### config.mk
export PLATFORM = sky130hd
export DESIGN_NAME = bqc_ram
export DESIGN_NICKNAME = d
export VERILOG_FILES = /design/src/design/bqc_ram.sv
export SDC_FILE = /design/constraint.sdc
export NUM_CORES = 1
export LEC_CHECK = 0
export BUFFER_PORTS_ARGS = -buffer_cell sky130_fd_sc_hd__buf_2
export CAP_MARGIN = 20
export CORE_UTILIZATION = 50
export DETAILED_ROUTE_END_ITERATION = 10
export PLACE_DENSITY = 0.71
export SETUP_SLACK_MARGIN = 0.5
export SLEW_MARGIN = 5
export SYNTH_ARGS = -nofsm -noshare
export SYNTH_HDL_FRONTEND = slang
export SYNTH_SLANG_ARGS = --single-unit
### constraint.sdc
create_clock -name aclk -period 8.65 [get_ports aclk]
set_clock_uncertainty 0.15 [all_clocks]
set_input_delay 0.865 -clock aclk [delete_from_list [all_inputs] [get_ports aclk]]
set_output_delay 0.865 -clock aclk [all_outputs]
set_load 0.05 [all_outputs]
### src/design/bqc_ram.sv
`default_nettype none

module bqc_ram #(
    parameter int WIDTH = 32,
    parameter int DEPTH = 40,
    localparam int AW = (DEPTH > 1) ? $clog2(DEPTH) : 1
) (
    input  wire logic             aclk,
    input  wire logic             we,
    input  wire logic [AW-1:0]    waddr,
    input  wire logic [WIDTH-1:0] wdata,
    input  wire logic             re,
    input  wire logic [AW-1:0]    raddr,
    output logic      [WIDTH-1:0] rdata
);

    logic [WIDTH-1:0] ram_reg [DEPTH];
    logic [WIDTH-1:0] rdata_reg;

    always_ff @(posedge aclk) begin
        if (we) begin
            ram_reg[waddr] <= wdata;
        end
        if (re) begin
            rdata_reg <= ram_reg[raddr];
        end
    end

    assign rdata = rdata_reg;

endmodule

`default_nettype wire

# Word-level counts from Yosys, hierarchy flattened
# Memories as Yosys holds them, arrays and structs flattened. A register that Yosys moved wholly into a read port is not among the register bits.
# Index checks and enable logic that the tools add are counted.
[totals]
register_bits = 0
ram_bits = 1280
inputBits = 47
output_inout_bits = 32
wordCells = 3
mem_count = 1
[op_classes]
mux = 2
[mem_list]
columns = ["name", "words", "width", "rd", "rd_clocked_by_memory_dff", "wr", "line", "text"]
rows = [
  ["ram_reg", 40, 32, 1, 1, 1, "17", "logic [WIDTH-1:0] ram_reg [DEPTH];"],
]
[op_table]
columns = ["op", "n"]
rows = [
  ["2-to-1 mux 1 bit", 2],
]

# Logic depth before layout (Yosys ltp)
[logic_depth]
ltp_word = 2
depth_mapped = 8
mapped_depth_nobuf = 5

# Worst setup path after synthesis
# No wires, ideal clock.
[synth_path]
path_type = "input -> register"
from = "input waddr[5]"
to = "memory ram_reg[16][0], enable pin"
setup_time_ns = 0.461
t_arrival_ns = 3.556
required_time_ns = 8.039
slack_ns = 4.483
path_stages = 3
path_buffers = 0
path_cell_list = "nor4bb_1 -> nand2b_1 -> nor3_1"
[synth_rtl]
columns = ["element", "line", "text"]
rows = [
  ["start: declaration", "10", "input wire logic [AW-1:0] waddr,"],
  ["end: declaration", "17", ""],
]
# Straight into the memory's write port.

==> results_dict.tcl <==
set metrics [dict create \
    grtUsageTotal_pct 24.3 \
    grt_overflow 0 \
    report.final.slew_viol_count 0 \
    timing.fmax_ghz 0.244 \
    met1_usage_pct 32.7 \
    die_w_microns 321 \
    cp_cell_sequence "buf_4, buf_4, and2_4, buf_4, a22o_1, a221oi_1, o22ai_1, o41ai_2" \
    antenna_found_initial 13 \
    post_cts_resized 0 \
    crit_required_ns 8.91 \
    drc_errors 0 \
    worstHoldPathType "in2reg" \
    timing.final.crit_share_pct 47.4 \
    yosys_warnings 0 \
    rsz0062_at_grt "false" \
    p_comb_share_pct 5.2 \
    regArea_sq_um 39400 \
    multi_input_area_sq_um 11000 \
    grt_pass1_wl_microns 179000 \
    ios 79 \
    synth_top_area_cell "edfxtp_1" \
    synth-edff-count 1312 \
    synthArstFlopShare_pct 0 \
    syn_area_sq_um 50900 \
    ctsHoldBuffers 0 \
    route.antenna.remaining_nets 0 \
    p_switching_mw 2.72 \
    yosysSeqAreaShare_pct 77.3 \
    gp_congestion 0.802 \
    grt_max_degree 135 \
    largest_register_ff_count 1280 \
    dp.final_hpwl_microns 63200 \
    syn_inst 2562 \
    cts_buffer_depth 3 \
    port_buffers 78 \
    critPathMostFrequentCell "buf_4" \
    synth_area_leaders "edfxtp_1 77%, mux2i_1 10%, mux4_2 2.8%" \
    design.die.area_sq_um 103000 \
    cts_tree "done" \
    clkLatencyLatePin_ns 0.71 \
    fillCellCount 7329 \
    syn2layout_area_growth_pct 11.4 \
    post_cts_buffers 0 \
    via_per_inst 6.22 \
    setup_tns_ns 0 \
    die_h_microns 321 \
    use_met2_pct 40.1 \
    slowest_stage "and2_4" \
    worst-endpoint-arrival_ns 4.35 \
    worstMarginPinSlew_ns 1.18 \
    cap_violations 0 \
    clkTransAtPathRegs_ns 0.06 \
    start_util_pct 50.6 \
    synth_fp_nets 2609 \
    swShare_pct 21.2 \
    ys_ff_latch 1312 \
    hold_violations 0 \
    finalSetupViolations 0 \
    synth_top_area_share_pct 77.3 \
    postSynthAreaPerCell_sq_um 19.9 \
    fin_area_sq_um 56800 \
    ys.flop_type "edfxtp_1" \
    cts_sinks 1312 \
    core_area_sq_um 101000 \
    nets 2717 \
    hold_ws_ns 0.535 \
    slowest_delay_ns 0.94 \
    numCtsBuffers 119 \
    crit_fanout 56 \
    grt.busiest_layer "met2" \
    firstDrtPassIters 5 \
    synth_most_common_cell "edfxtp_1" \
    use_met3_pct 3.63 \
    status "finished, final reports clean" \
    power.internal_mw 10.1 \
    end_kind "flop" \
    dpl-instance-area_sq_um 53000 \
    finalWirelength_microns 126000 \
    clock_tree.root_cell "clkbuf_16" \
    p_leak_nw 19.0 \
    drt-wirelength-per-cell_microns 30.5 \
    power.share.clock_pct 39.6 \
    first_iter_violations 2882 \
    period_minus_slack_ns 4.10 \
    irDropWorstVdd_mv 0.168 \
    slew_headroom_pct 21.1 \
    crit_type "in2reg" \
    final_layout_size_suffix_gt1_share_pct 18.1 \
    vias 25698 \
    p_seq_share_pct 55.2 \
    synthTopCellsByCount "1,312 x edfxtp_1, 512 x mux2i_1, 128 x a22oi_1" \
    powerDensity_nw_per_um2 226 \
    yosysUniqueCellTypes 32 \
    core.rowCount 116 \
    htree_levels 3 \
    critPathLaunchType "primary input" \
    grt_pass1_vias 25831 \
]
critical path, delay by kind of cell:
kind,cells,cell delay (ns)
buffers and inverters,3,1.68
AOI/OAI and AO/OA,4,0.75
and+or+nand+nor,1,0.94
path summary, 6_finish.rpt:
check        cells past startpoint  slack, ns             from               to
max                              8       4.55         raddr[1]        rdata[31]
min                              1       0.53        wdata[12]  ram_reg[38][12]
max reg2reg                      5       6.62   ram_reg[4][29]        rdata[29]
min reg2reg                      4       0.73  ram_reg[38][17]        rdata[17]
layout make-up:
type	count	area share, %
flip-flops and latches	1312	69.4
diodes	6	0.0264
repair buffers	142	1.65
clock buffers	152	5.54
clock inverters	68	1.03
well taps	1357	2.99
multi-input cells	1095	19.4
stage by stage:
| step | setup WS (ns) | power [mW] | utilization [%] | cells |
|---|---|---|---|---|
| after floorplan | 4.48 | 7.63 | - | 2562 |
| after global placement | 3.98 | 7.85 | 52.7 | 3905 |
| after detailed placement | 3.87 | 7.87 | 52.7 | 3905 |
| after CTS | 4.60 | 12.9 | 56.4 | 4125 |
| after global routing | 4.43 | 13.2 | 56.4 | 4130 |
| final | 4.55 | 12.8 | 56.4 | 4132 |
cell usage in the layout, fill, tap and decap left out, types with 3 or more instances in the layout:
master / count
a21oi_1: 64
a221oi_1: 37
a221oi_2: 27
a22o_1: 64
a22oi_1: 128
buf_12: 4
buf_2: 75
buf_4: 62
bufinv_16: 9
clkbuf_1: 31
clkbuf_16: 121
clkinv_1: 33
clkinv_2: 18
diode_2: 6
edfxtp_1: 1312
inv_16: 3
mux2_2: 32
mux2i_1: 512
mux4_2: 64
nand2_1: 38
nand2b_1: 3
nand3_1: 4
nor2_4: 39
nor2b_1: 3
o22ai_1: 32
o41ai_2: 32
power groups by stage:
stage	logic [mW]	registers, mW	clock network (mW)
after floorplan	0.381	7.25	0
after global placement	0.641	7.21	0
after detailed placement	0.658	7.21	0
after CTS	0.660	7.08	5.13
after global routing	0.699	7.08	5.38
final	0.661	7.08	5.08
logic make-up after synthesis:
family,count (synthesis),share of synthesized area (%)
AO/OA/AOI/OAI,384,6.46
buffers and inverters,155,1.72
flip-flops,1312,77.3
multiplexers,608,13.6
AND/OR/NAND/NOR,103,0.872
metal layers:
layer	part of all wire [%]	wire length, microns	up-vias
met3	8.2	10400	261
met2	49	61600	1233
met1	39	49300	13384
met5	0.056	71	-
li1	-	-	10808
met4	3.6	4560	12
(Power assumes the default switching activity.)
